<file path="config.mk">
export PLATFORM = sky130hd
export DESIGN_NAME = bcsc_skid
export DESIGN_NICKNAME = d
export VERILOG_FILES = /design/src/rtl/core/bcsc_pkg.sv /design/src/rtl/core/bcsc_skid.sv
export SDC_FILE = /design/constraint.sdc
export NUM_CORES = 1
export LEC_CHECK = 0
export BUFFER_PORTS_ARGS = -buffer_cell sky130_fd_sc_hd__buf_2
export CORE_AREA = 5 5 42 44
export DETAILED_ROUTE_END_ITERATION = 7
export DIE_AREA = 0 0 47 49
export PLACE_DENSITY = 0.74
export SYNTH_ARGS = -nofsm -noshare
export SYNTH_HDL_FRONTEND = slang
export SYNTH_SLANG_ARGS = --single-unit
export TNS_END_PERCENT = 50
</file>
<file path="constraint.sdc">
create_clock -name clk -period 2.4 [get_ports clk]
set_clock_uncertainty 0.2 [all_clocks]
set_input_delay 0.24 -clock clk [delete_from_list [all_inputs] [get_ports clk]]
set_output_delay 0.24 -clock clk [all_outputs]
set_load 0.02 [all_outputs]
</file>
<file path="src/rtl/core/bcsc_pkg.sv">
package bcsc_pkg;

  // Field and datapath widths.
  localparam int COORD_W     = 16;
  localparam int ENTRY_W     = 32;
  localparam int DATA_W      = 64;
  localparam int NUM_REGS    = 8;
  localparam int REG_IDX_W   = $clog2(NUM_REGS);
  localparam int ADDR_W      = REG_IDX_W + 3;
  localparam int NUM_ENTRIES = 2 * NUM_REGS;
  localparam int NUM_AXES    = 3;
  localparam int NUM_ROWS    = 4;
  localparam int W_ROW       = 3;
  localparam int NUM_CORNERS = 8;
  localparam int NUM_PLANES  = 6;

  // A 16 x 32 product is exact in 48 bits; every add grows by one bit.
  localparam int PROD_W = COORD_W + ENTRY_W;
  localparam int PAIR_W = PROD_W + 1;
  localparam int CLIP_W = PAIR_W + 1;
  localparam int TEST_W = CLIP_W + 1;

  localparam logic [NUM_PLANES-1:0] ALL_PLANES = '1;

  typedef logic signed [COORD_W-1:0] coord_t;
  typedef coord_t [NUM_AXES-1:0]     corner_set_t;
  typedef logic signed [ENTRY_W-1:0] entry_t;
  typedef entry_t [NUM_ENTRIES-1:0]  matrix_t;
  typedef logic signed [PROD_W-1:0]  prod_t;
  typedef logic signed [PAIR_W-1:0]  pair_t;
  typedef logic signed [CLIP_W-1:0]  clip_t;
  typedef logic signed [TEST_W-1:0]  test_t;
  typedef clip_t [NUM_CORNERS-1:0]   clip_row_t;
  typedef clip_row_t [NUM_ROWS-1:0]  clip_set_t;
  typedef logic [NUM_PLANES-1:0]     mask_t;

  typedef struct packed {
    logic  culled;
    mask_t plane_mask;
  } res_t;

  // Pipeline control handed from the top level to each stage group.
  typedef struct packed {
    logic advance;
    logic valid;
  } pipe_ctl_t;

endpackage

</file>
<file path="src/rtl/core/bcsc_skid.sv">
module bcsc_skid (
  input  logic             clk,
  input  logic             rst,
  input  logic             in_valid,
  input  bcsc_pkg::res_t   in_data,
  output logic             in_ready,
  output logic             out_valid,
  output bcsc_pkg::res_t   out_data,
  input  logic             out_ready
);
  import bcsc_pkg::*;

  logic head_valid;
  logic spare_valid;
  res_t head_data;
  res_t spare_data;
  logic push;
  logic pop;

  // The ready toward the pipeline comes straight from a register.
  assign in_ready  = !spare_valid;
  assign out_valid = head_valid;
  assign out_data  = head_data;
  assign push      = in_valid && !spare_valid;
  assign pop       = head_valid && out_ready;

  always_ff @(posedge clk) begin
    if (rst) begin
      head_valid  <= 1'b0;
      spare_valid <= 1'b0;
    end else if (pop) begin
      if (spare_valid) begin
        spare_valid <= 1'b0;
      end else begin
        head_valid <= push;
      end
    end else if (push) begin
      if (head_valid) begin
        spare_valid <= 1'b1;
      end else begin
        head_valid <= 1'b1;
      end
    end
  end

  // Data moves on the same conditions as the valid bits.
  always_ff @(posedge clk) begin
    if (pop) begin
      if (spare_valid) begin
        head_data <= spare_data;
      end else if (push) begin
        head_data <= in_data;
      end
    end else if (push) begin
      if (head_valid) begin
        spare_data <= in_data;
      end else begin
        head_data <= in_data;
      end
    end
  end

endmodule

</file>
# Yosys cells after proc, flatten, opt, wreduce, memory -nomap -nowiden
# Index checks and enable logic that the tools add are counted.
# Widths: inputs -> output; s select.
# op_classes
n_mux,8
eq_ne,2
bitwise,1
reduce_logical,10
# ops
op,count
$mux 7,5
$reduce_and 3->1,2
$reduce_and 2->1,2
$reduce_bool 2->1,2
$mux 1,3
$logic_and 1x1->1,2
$ne 2x1->1 const B,1
$ne 2x2->1 const B,1
$reduce_or 2->1,1
$logic_not 1->1,1
$not 1->1,1
# word_totals
elab_cells,27
reg_bits,16

# Longest topological paths before layout
# logic_depth
ltp_word,5
ltp_mapped,3
depth_no_buf,3

# Least setup slack after synthesis
# Ideal clock, no wire load.
# synth_timing
path_type,register to register
startpoint,reg spare_valid
endpoint,"reg spare_data[0] (netlist name), enable pin"
path_stages_with_launch,4
path_buffers,0
arrival_time_ns,1.230
synth_period_minus_slack_ns,1.811
slack_ns,0.589
cell_sequence,dfxtp_1 inv_1 nand2_1 nor3b_1
# synth_between
elab_chain_cells,3
# synth_rtl
item,line,text
from (decl),bcsc_skid.sv:14,logic spare_valid;
from (signal assigned),bcsc_skid.sv:30,spare_valid <= 1'b0;
from (signal assigned),bcsc_skid.sv:33,spare_valid <= 1'b0;
from (signal assigned),bcsc_skid.sv:39,spare_valid <= 1'b1;
$logic_not 1->1,--,
net in_ready,bcsc_skid.sv:6,"output logic in_ready,"
$logic_and 1x1->1,bcsc_skid.sv:24,assign push = in_valid && !spare_valid;
$reduce_and 3->1 (no source line),--,
to (signal assigned),bcsc_skid.sv:56,spare_data <= in_data;
to (decl),bcsc_skid.sv:16,res_t spare_data;
# The timed path passes the listed nets, and every way through them passes these cells.
# A chain may end at the register's enable or synchronous reset.

# Final worst setup path
# layout_timing
startpoint,reg head_valid (netlist: out_valid)
endpoint,"reg head_data, in the netlist out_data[3], enable pin"
# layout_between
elab_chain_cells,3
elab_cells_between_ends,4
cone_classes,eq/ne (1); reduce/logical (3)
# layout_rtl
item,line,text
from (decl),bcsc_skid.sv:13,logic head_valid;
from (signal assigned),bcsc_skid.sv:35,head_valid <= push;
$logic_and 1x1->1,bcsc_skid.sv:25,assign pop = head_valid && out_ready;
$ne 2x1->1 (no source line) or $reduce_bool 2->1 (tied branches),--,
$reduce_and 3->1 (no source line) *,--,
to (signal assigned),bcsc_skid.sv:50,head_data <= spare_data;
to (signal assigned),bcsc_skid.sv:52,head_data <= in_data;
to (signal assigned),bcsc_skid.sv:58,head_data <= in_data;
to (decl),bcsc_skid.sv:15,res_t head_data;
# Every way passes the cells marked *; elsewhere a longest branch is shown, timed or not.

==> impl_metrics.yaml <==
status:
  status: "complete, no violations"
clock_network:
  post_cts_resized: 0
  root_buffer: "clkbuf_4"
  cts_htree_levels: 1
  cts.clk_slew.worst_paths_ns: 0.08
  clock_sinks: 16
  clockBufferDepth: 2
  tritoncts: "built"
  cts_buffers: 3
  clk_latency_ns: 0.29
finish:
  n_antenna_cell: 0
  syn2layout_area_growth_pct: 38.49
  drive_gt1_frac: 0.4638
  mostFrequentLayoutCell: "buf_2"
  final_net_count: 81
  layout_common_cells: "buf_2, edfxtp_1, dlygate4sd3_1"
timing:
  slew_violations: 0
  rsz0062_at_grt: "false"
  timing.fmax_mhz: 628.2
  relSlewSlack: 0.6410
  hold_viol_final: 0
  max_slew.worst_pin.slew_ns: 0.5365
  min_period_ns: 1.592
  tns_ns: 0
  period_share: 0.6632
  setup_violations: 0
  whs_ns: 0.02939
routing:
  finalWirelength_mm: 1.135
  dr.pass1.iters: 1
  wire_per_inst_um: 13.35
  avgViaCountPerCell: 4.776
  drtIter0Drc: 0
  via_count: 406
  antenna_left: 0
  drc_errors: 0
yosys:
  syn_nets: 47
  synth.area.top_cells: "edfxtp_1, mux2_2, dfxtp_1"
  seq_area_frac_synth: 0.7495
  ys_seq_elements: 16
  syn_area_um2: 614.3
  syn_inst: 36
  synth_top_area_frac: 0.6843
  synth_area_leader_cell: "edfxtp_1"
  synth_cell_types: 11
  ys_warn_count: 0
  avgSynthCellArea_um2: 17.06
global_routing:
  grt_max_degree: 10
  grt_pass1_vias: 395
  antenna_found_initial: 0
  grt_pass1_wl_mm: 1.780
  grt.total_usage: 0.1124
  grt-ovfl-total: 0
power_and_ir_drop:
  internal_power_mw: 0.4174
  p_sw_mw: 0.1290
  seq_power_share: 0.599
  ir_drop_mv: 0.3715
  powerDensity_nw_per_um2: 642.2
  p_clk_frac: 0.272
  combPwrFrac: 0.129
  sw_frac_of_total: 0.2361
  p_leak_nw: 0.3348
setup_path:
  path_max_fanout: 8
  path_class: "flop to flop"
  endpoint_kind: "flop"
  cp.arrival_ns: 1.32
  required_ns: 2.13
  startpoint_type: "flop"
floorplan:
  ios: 20
  dieArea_um2: 2303
  rows: 14
  die_x_um: 47
  fp.dieH_um: 49
  core_region_area_um2: 1401
  initial_core_util: 0.4384
placement:
  place_hpwl_um: 811.6
  portBuffers: 19
  place.gp.congestion: 0.6584
flow_run:
  cap_viol_max_count: 0
hold_path:
  hold_path.class: "input port to flop"
## Yosys cell counts
cell type	n
mux2_2	7
a21oi_1	3
o21ai_0	1
inv_1	2
nand3_4	1
nand2_1	1
dfxtp_1	2
nor2_1	3
nor3b_1	1
edfxtp_1	14
a211oi_1	1
## path summary, 6_finish.rpt
path / slack (ns) / depth (start not counted) / from / end
min: 0.03 / 2 / out_ready / spare_valid
max: 0.81 / 2 / out_valid / out_data[3]
min reg2reg: 0.36 / 1 / spare_data[5] / out_data[5]
max reg2reg: 0.81 / 2 / out_valid / out_data[3]
## area by class of cell
type / count / area, µm²
Sequential cell: 16 / 460.4
Timing Repair Buffer: 29 / 190.2
Inverter: 2 / 7.507
Multi-Input combinational cell: 18 / 146.4
Fill cell: 129 / 550.5
Clock buffer: 4 / 26.28
Tap cell: 16 / 20.02
## power by group through the flow
stage | Sequential [mW] | Clock (mW) | Combinational [mW]
final | 0.327 | 0.148 | 0.0707
after global routing | 0.329 | 0.165 | 0.0761
after CTS | 0.327 | 0.156 | 0.0718
after detailed placement | 0.334 | 0 | 0.0616
after global placement | 0.334 | 0 | 0.0601
after floorplan | 0.348 | 0 | 0.0193
## registers in the layout, summed over array words and instances, names as in the netlist
register     count
out_data         7
out_valid        1
spare_data       7
spare_valid      1
## through the flow
step	std cells	worst slack (ns)	instance area, µm²	utilization	power [mW]
floorplan	36	0.5886	614.3	-	0.3674
global placement	73	0.8561	744.5	0.5313	0.3937
detailed placement	73	0.8115	744.5	0.5313	0.3955
CTS	85	0.8029	850.8	0.6071	0.5551
global route	85	0.7316	850.8	0.6071	0.5703
finish	85	0.8082	850.8	0.6071	0.5464
## metal layers
metal | track usage | part of all wire | vias up | wire [µm]
li1 | - | - | 203 | -
met1 | 0.1466 | 0.44 | 184 | 501
met2 | 0.1493 | 0.45 | 17 | 506
met3 | 0.03690 | 0.091 | 2 | 103
met4 | 0.08295 | 0.020 | 0 | 23
met5 | 0 | 0 | - | 0
## worst max-delay path, stage by stage, from the launching register on
cell and delay, ns:
dfxtp_1 0.48, a21oi_1 0.11, nor2_1 0.45
## cells by family after synthesis
| logic type | count (synthesis) | synth area share |
|---|---|---|
| buffers and inverters | 2 | 0.01222 |
| multiplexers | 7 | 0.1283 |
| flip-flops | 16 | 0.7495 |
| AND/OR/NAND/NOR | 6 | 0.06518 |
| AO/OA/AOI/OAI | 5 | 0.04480 |
## repair_timing
action,4_1_cts,5_1_grt
buffers inserted,0,0
hold endpoints to repair,9,0
hold buffers,8,0
(Power assumes the default switching activity.)
