<file path="config.mk">
export PLATFORM = sky130hd
export DESIGN_NAME = bcsc_regs
export DESIGN_NICKNAME = d
export VERILOG_FILES = /design/src/rtl/core/bcsc_pkg.sv /design/src/rtl/core/bcsc_regs.sv
export SDC_FILE = /design/constraint.sdc
export NUM_CORES = 1
export LEC_CHECK = 0
export BUFFER_PORTS_ARGS = -buffer_cell sky130_fd_sc_hd__buf_2
export CAP_MARGIN = 15
export CORE_ASPECT_RATIO = 1.1
export CORE_UTILIZATION = 35
export CTS_CLUSTER_SIZE = 16
export DETAILED_ROUTE_END_ITERATION = 10
export PLACE_DENSITY = 0.69
export SKIP_CTS_REPAIR_TIMING = 1
export SLEW_MARGIN = 20
export SYNTH_ARGS = -nofsm -noshare
export SYNTH_HDL_FRONTEND = slang
export SYNTH_SLANG_ARGS = --single-unit
</file>
<file path="constraint.sdc">
create_clock -name clk -period 2.2 [get_ports clk]
set_input_delay 0.22 -clock clk [delete_from_list [all_inputs] [get_ports clk]]
set_output_delay 0.22 -clock clk [all_outputs]
set_load 0.01 [all_outputs]
</file>
<file path="src/rtl/core/bcsc_pkg.sv">
package bcsc_pkg;

  // Field and datapath widths.
  localparam int COORD_W     = 16;
  localparam int ENTRY_W     = 32;
  localparam int DATA_W      = 64;
  localparam int NUM_REGS    = 8;
  localparam int REG_IDX_W   = $clog2(NUM_REGS);
  localparam int ADDR_W      = REG_IDX_W + 3;
  localparam int NUM_ENTRIES = 2 * NUM_REGS;
  localparam int NUM_AXES    = 3;
  localparam int NUM_ROWS    = 4;
  localparam int W_ROW       = 3;
  localparam int NUM_CORNERS = 8;
  localparam int NUM_PLANES  = 6;

  // A 16 x 32 product is exact in 48 bits; every add grows by one bit.
  localparam int PROD_W = COORD_W + ENTRY_W;
  localparam int PAIR_W = PROD_W + 1;
  localparam int CLIP_W = PAIR_W + 1;
  localparam int TEST_W = CLIP_W + 1;

  localparam logic [NUM_PLANES-1:0] ALL_PLANES = '1;

  typedef logic signed [COORD_W-1:0] coord_t;
  typedef coord_t [NUM_AXES-1:0]     corner_set_t;
  typedef logic signed [ENTRY_W-1:0] entry_t;
  typedef entry_t [NUM_ENTRIES-1:0]  matrix_t;
  typedef logic signed [PROD_W-1:0]  prod_t;
  typedef logic signed [PAIR_W-1:0]  pair_t;
  typedef logic signed [CLIP_W-1:0]  clip_t;
  typedef logic signed [TEST_W-1:0]  test_t;
  typedef clip_t [NUM_CORNERS-1:0]   clip_row_t;
  typedef clip_row_t [NUM_ROWS-1:0]  clip_set_t;
  typedef logic [NUM_PLANES-1:0]     mask_t;

  typedef struct packed {
    logic  culled;
    mask_t plane_mask;
  } res_t;

  // Pipeline control handed from the top level to each stage group.
  typedef struct packed {
    logic advance;
    logic valid;
  } pipe_ctl_t;

endpackage

</file>
<file path="src/rtl/core/bcsc_regs.sv">
module bcsc_regs (
  input  logic                          clk,
  input  logic                          rst,
  input  logic                          psel,
  input  logic                          penable,
  input  logic                          pwrite,
  input  logic [bcsc_pkg::ADDR_W-1:0]   paddr,
  input  logic [bcsc_pkg::DATA_W-1:0]   pwdata,
  output logic [bcsc_pkg::DATA_W-1:0]   prdata,
  output logic                          pready,
  output bcsc_pkg::matrix_t             matrix
);
  import bcsc_pkg::*;

  logic [DATA_W-1:0]    mat_reg [NUM_REGS];
  logic [REG_IDX_W-1:0] reg_idx;
  logic                 wr_en;

  // Registers sit on 8-byte boundaries.
  assign reg_idx = paddr[ADDR_W-1 -: REG_IDX_W];
  assign wr_en   = psel && penable && pwrite;
  assign pready  = 1'b1;
  assign prdata  = mat_reg[reg_idx];

  always_ff @(posedge clk) begin
    if (rst) begin
      for (int i = 0; i < NUM_REGS; i++) begin
        mat_reg[i] <= '0;
      end
    end else if (wr_en) begin
      mat_reg[reg_idx] <= pwdata;
    end
  end

  // The low word holds the even entry, the high word the odd one.
  for (genvar i = 0; i < NUM_REGS; i++) begin : g_split
    assign matrix[2*i]   = entry_t'(mat_reg[i][ENTRY_W-1:0]);
    assign matrix[2*i+1] = entry_t'(mat_reg[i][DATA_W-1:ENTRY_W]);
  end

endmodule

</file>
# After elaboration in Yosys (flattened, before gate mapping)
# Memory sizes are Yosys's and may differ from the RTL's.
# Cells that the tools add are included.
# op_classes
n_mux	8
reduce_logical	3
# ops
cell	n
64-bit 2-to-1 mux	1
64-bit OR reduction	1
1-bit 2-to-1 mux	6
3-bit 2-to-1 mux	1
1-bit logical AND	2
# word_totals
register_bits	0
ramBits	512
in_bits	75
out_inout_bits	577
wordCells	12
n_memories	1
# memory_table
name	words	width	read_ports	rd_ports_with_merged_regs	write_ports	line	source
mat_reg	8	64	9	0	8	bcsc_regs.sv:15	logic [DATA_W-1:0] mat_reg [NUM_REGS];

# Longest topological paths before layout
# Gate-level depths: netlist of run 1.
# depth
word_depth	7
ltp_mapped	6

# Worst setup path before layout of run 1
# No wires, ideal clock.
# synth_path
path_kind	input -> register
start	in paddr[3] (netlist name)
end	mem mat_reg[1][0], enable pin
setup_ns	0.394
t_arrival_ns	1.840
required_ns	1.806
path_slack_ns	-0.034
stages	5
n_path_buf	2
cell_sequence	buf_2 > inv_2 > nor4_1 > clkbuf_2 > or2_2
# synth_lines
element	line	source
from (decl)	bcsc_regs.sv:7	input logic [bcsc_pkg::ADDR_W-1:0] paddr,
to (decl)	bcsc_regs.sv:15	

==> results.cfg, run 1 <==
[outcome]
status = finished, violations left
violations = setup timing

[yosys]
syn_area_per_cell_sq_um = 16.53
synth.distinct_cells = 26
yosys-top-cells-area = edfxtp_1 67%, and2_1 14%, mux4_2 13%, mux2_2 2.1%, nand2_1 1.1%
synthAdderAreaFrac_pct = 0
yosys.area_share.simple_pct = 15.77
synth_mux_area_share_pct = 14.64
syn-cell-area_sq_mm = 0.02283
synthCells = 1381
synth_xor_area_share_pct = 0
synth_compound_area_share_pct = 0.1041
synth_nets = 1456
synth_top_family_by_area = simple AND/OR/NAND/NOR gates
ys_seq_area_share_pct = 67.33
yosysWarnings = 0
synth_top_area_share_pct = 67.33
synth_seq_cells = 512
yosysTopAreaCell = edfxtp_1

[floorplan]
chipWidth_um = 245.5
start_util_pct = 35.63
dieArea_sq_mm = 0.06627
die_y_um = 269.9
coreArea_sq_mm = 0.06408
num_rows = 97
pin_count = 652

[power]
p_leak_nw = 11.65
ir_drop_mv = 0.7407
p_per_area_mw_per_mm2 = 779.5
power_mw = 23.05

[cts]
cts_max_path_buffers = 3
cts_tree = done
cts_sinks = 512
numCtsBuffers = 52
cts_root_buf = clkbuf_16
clkTransAtPathRegs_ns = 0.06
htree_levels = 2

[route]
met3_length_mm = 7.768
vias = 15460
met2_length_mm = 39.57
drt_pass1_iterations = 5
wirelength_mm = 80.24
wl_met1_mm = 30.32
ant_nets = 0
viasPerCell = 5.221
wire_per_inst_um = 27.10
route.detailed.drc = 0
drt_iter0_drc = 1232
top_layer = met5

[global_routing]
grt_pass1_wl_mm = 113.1
grt_max_degree = 65
grt_overflow_total = 0
antenna_found_initial = 5
grt.total_usage_pct = 23.68
first_global_vias = 15840

[worst_setup_path]
critPathRequiredTime_ns = 1.98
cp_top_family = multiplexers
endpoint_kind = output port
crit_type = flip-flop to output port
slowest_delay_ns = 0.54
critical_path_depth = 3
critPathLaunch = mat_reg[5][24]$_SDFFCE_PN0P_
worstSetupEndpoint = prdata[24]
slowest_stage = mux4_2
start_kind = flip-flop
cp_cell_sequence = mux4_2, mux2_4, buf_6
path_buf_inv = 1
cp.arrival_ns = 2.06
cp_max_fo = 2

[placed_design]
hpwl_mm = 52.88
postPlaceCellArea_sq_mm = 0.02764
portBuffers = 647
dpl.cell_count = 2841
pre_cts_ws_ns = -0.1181
routabilityCongestion = 0.9054

[layout]
drive_gt1_share_pct = 46.48
fin_area_sq_mm = 0.02957
final_util_pct = 46.14
nets = 2156
syn2layout_area_growth_pct = 29.50
largest_reg_flops = 512
final_cell_mix = 640 x buf_2, 512 x and2_1, 512 x edfxtp_1
fin_cells = 2961
final_common_cell = buf_2

[timing]
setup_violations = 1
rsz0062_at_grt = true
hold_viol = 0
tns_ns = -0.07739
final.setup.worst_slack_ns = -0.07739
fmax_mhz = 439.1
drv_slew = 0
relSlewSlack_pct = 51.16
worst_pin_slew_ns = 0.7326
fin_crit_ns = 2.277
finalCritPeriodShare_pct = 103.5
holdWs_ns = 0.002200

[worst_hold_path]
hold_class = input port to flip-flop

[flow_run]
maxCapViolCount = 0
[synth_stat cells]
library cell    n
a21oi_1         1
a31o_2          1
and2_1        512
buf_1           2
buf_2          13
buf_4           7
buf_6           9
clkbuf_1       57
clkbuf_2        8
conb_1          1
edfxtp_1      512
inv_1           1
inv_2           1
mux2_2         42
mux2i_1         1
mux4_2        127
nand2_1        65
nand2b_1        1
nand3b_1        1
nand4b_4        1
nor2_1          1
nor3_1          4
nor4_1          2
nor4b_2         2
o32a_1          1
or2_2           8
[worst min path at each step]
| stage | startpoint | end | depth (start not counted) | slack, ns |
|---|---|---|---|---|
| floorplan | pwdata[0] | mat_reg[0][0]$_SDFFCE_PN0P_ | 1 | 0.42 |
| global placement | pwdata[37] | mat_reg[5][37]$_SDFFCE_PN0P_ | 2 | 0.57 |
| detailed placement | pwdata[11] | mat_reg[6][11]$_SDFFCE_PN0P_ | 2 | 0.58 |
| CTS | pwdata[60] | mat_reg[5][60]$_SDFFCE_PN0P_ | 2 | -0.05 |
| global route | pwdata[19] | mat_reg[4][19]$_SDFFCE_PN0P_ | 2 | 0.00001 |
| finish | pwdata[49] | mat_reg[3][49]$_SDFFCE_PN0P_ | 2 | 0.002 |
[kinds of logic (layout without fill, tap and decap cells)]
kind of cell,after synthesis,in the layout
flops,512,512
other cells,1,2
simple gates,597,597
mux,170,170
buf+inv,98,836
compound gates,3,3
[area by class of cell]
type	count	area, sq um
antenna	1	2.502
clock buffer	68	1383
clock inverter	24	252.7
fill	5568	34510
inverter	2	7.507
multi-input combinational	771	7057
sequential	512	15370
tap	841	1052
timing repair buffer	742	4441
[layer usage]
metal  vias up  GRT usage (%)
met3       157          6.210
met4         4          8.957
met1      7879          29.24
met2       939          39.55
li1       6480              -
met5         -              0
[report_power, final]
part	switching (mW)	total [mW]	internal [mW]
Combinational	1.56	2.75	1.19
Sequential	0.331	11.6	11.3
Clock	3.71	8.71	5.00
Note: power is estimated with default switching activity, not from simulation.
==> run 2: changes to the inputs <==
--- a/config.mk
+++ b/config.mk
@@ -11,7 +11,8 @@
 export CORE_UTILIZATION = 35
 export CTS_CLUSTER_SIZE = 16
 export DETAILED_ROUTE_END_ITERATION = 10
-export PLACE_DENSITY = 0.69
+export GPL_ROUTABILITY_DRIVEN = 1
+export PLACE_DENSITY = 0.66
 export SKIP_CTS_REPAIR_TIMING = 1
 export SLEW_MARGIN = 20
 export SYNTH_ARGS = -nofsm -noshare
==> run 2 against run 1 <==
Net effect:
- the run ends with hold timing, setup timing left
- cell count is 0.27% higher
- hold slack lost 0.0030 ns
- total power increased by 0.47%
- cell area grew 0.47%
- flip-flop and latch count stayed put
- utilization increased by 0.22 points
- clock-buffer cell count shrank 3
- non-clock buffer count stayed put
- clock power grew 1%
- maximum frequency is 2.8% higher
- sequential share of layout area decreased by 0.25 points
- routed wire length shrank 4.1%
- critical path type unchanged
==> results.cfg, run 2 (synthesis gave the netlist of run 1 again) <==
[outcome]
status = finished, violations left
violations = hold timing, setup timing

[power]
p_leak_nw = 11.67
p_per_area_mw_per_mm2 = 779.5
power_mw = 23.16
ir_drop_mv = 0.7026

[route]
wirelength_mm = 76.94
met2_length_mm = 38.22
top_layer = met4
ant_nets = 0
viasPerCell = 5.099
met3_length_mm = 6.295
drt_iter0_drc = 962
vias = 15140
route.detailed.drc = 0
wire_per_inst_um = 25.92
wl_met1_mm = 29.47
drt_pass1_iterations = 4

[worst_setup_path]
slowest_stage = edfxtp_1
cp_max_fo = 2
endpoint_kind = output port
cp_cell_sequence = mux4_2, mux2_4, buf_6
cp.arrival_ns = 2.00
path_buf_inv = 1
cp_top_family = multiplexers
critPathRequiredTime_ns = 1.98
slowest_delay_ns = 0.50
critical_path_depth = 3
start_kind = flip-flop
crit_type = flip-flop to output port

[timing]
relSlewSlack_pct = 66.16
fin_crit_ns = 2.216
drv_slew = 0
worst_pin_slew_ns = 0.5077
holdWs_ns = -0.0007871
tns_ns = -0.01596
final.setup.worst_slack_ns = -0.01596
hold_viol = 5
setup_violations = 1
fmax_mhz = 451.3
finalCritPeriodShare_pct = 100.7
rsz0062_at_grt = true

[global_routing]
first_global_vias = 15680
grt_overflow_total = 0
grt.total_usage_pct = 22.67
antenna_found_initial = 3
grt_max_degree = 65
grt_pass1_wl_mm = 108.9

[floorplan]
dieArea_sq_mm = 0.06627
pin_count = 652
chipWidth_um = 245.5
coreArea_sq_mm = 0.06408
num_rows = 97
start_util_pct = 35.63
die_y_um = 269.9

[worst_hold_path]
hold_class = input port to flip-flop
min_from = pwdata[14]
whs_path_depth = 2
worstHoldEndpoint = mat_reg[6][14]$_SDFFCE_PN0P_

[layout]
largest_reg_flops = 512
final_cell_mix = 641 x buf_2, 512 x and2_1, 512 x edfxtp_1
final_util_pct = 46.36
regArea_sq_mm = 0.01537
multi_input_area_sq_mm = 0.007053
nets = 2157
syn2layout_area_growth_pct = 30.11
final_common_cell = buf_2
drive_gt1_share_pct = 46.09
fillCellCount = 5599

[placed_design]
pre_cts_ws_ns = 0.1623
portBuffers = 647
routabilityCongestion = 0.8477
hpwl_mm = 51.04

[cts]
cts_root_buf = clkbuf_16
cts_tree = done
cts_sinks = 512
htree_levels = 2
clkTransAtPathRegs_ns = 0.07
numCtsBuffers = 53
cts_max_path_buffers = 3

[flow_run]
maxCapViolCount = 0
==> run 2: layout make-up <==
cell class	count	share of cell area, %
Sequential cell	512	51.75
Multi-Input combinational cell	771	23.74
Timing Repair Buffer	742	15.19
Clock buffer	65	4.759
Tap cell	841	3.542
Clock inverter	32	0.9644
Antenna cell	4	0.03369
Inverter	2	0.02527
==> run 2: report_power, final <==
| group | switching (mW) | total [mW] | internal [mW] |
|---|---|---|---|
| logic | 1.52 | 2.72 | 1.20 |
| clock network | 3.87 | 8.84 | 4.97 |
| registers | 0.333 | 11.6 | 11.3 |
==> run 2: worst max-delay path by stage <==
| stage | startpoint | end | slack, ns |
|---|---|---|---|
| finish | mat_reg[5][63]$_SDFFCE_PN0P_ | prdata[63] | -0.02 |
| CTS | mat_reg[5][63]$_SDFFCE_PN0P_ | prdata[63] | -0.20 |
| global placement | paddr[3] | prdata[41] | 0.25 |
| detailed placement | rst | mat_reg[1][51]$_SDFFCE_PN0P_ | 0.16 |
| global route | mat_reg[5][63]$_SDFFCE_PN0P_ | prdata[63] | -0.09 |
| floorplan | paddr[3] | mat_reg[3][0]$_SDFFCE_PN0P_ | 0.01 |
==> run 2: per-stage QoR <==
stage,cell area [sq um],cells
after floorplan,22840,1381
after global placement,27570,2824
after detailed placement,27570,2824
after CTS,29270,2921
after global routing,29700,2966
final,29710,2969
==> run 2: per-layer routing <==
metal / vias up / track usage, %
met3: 169 / 4.919
li1: 6496 / -
met5: - / 0
met2: 798 / 38.62
met4: 0 / 8.450
met1: 7677 / 28.07
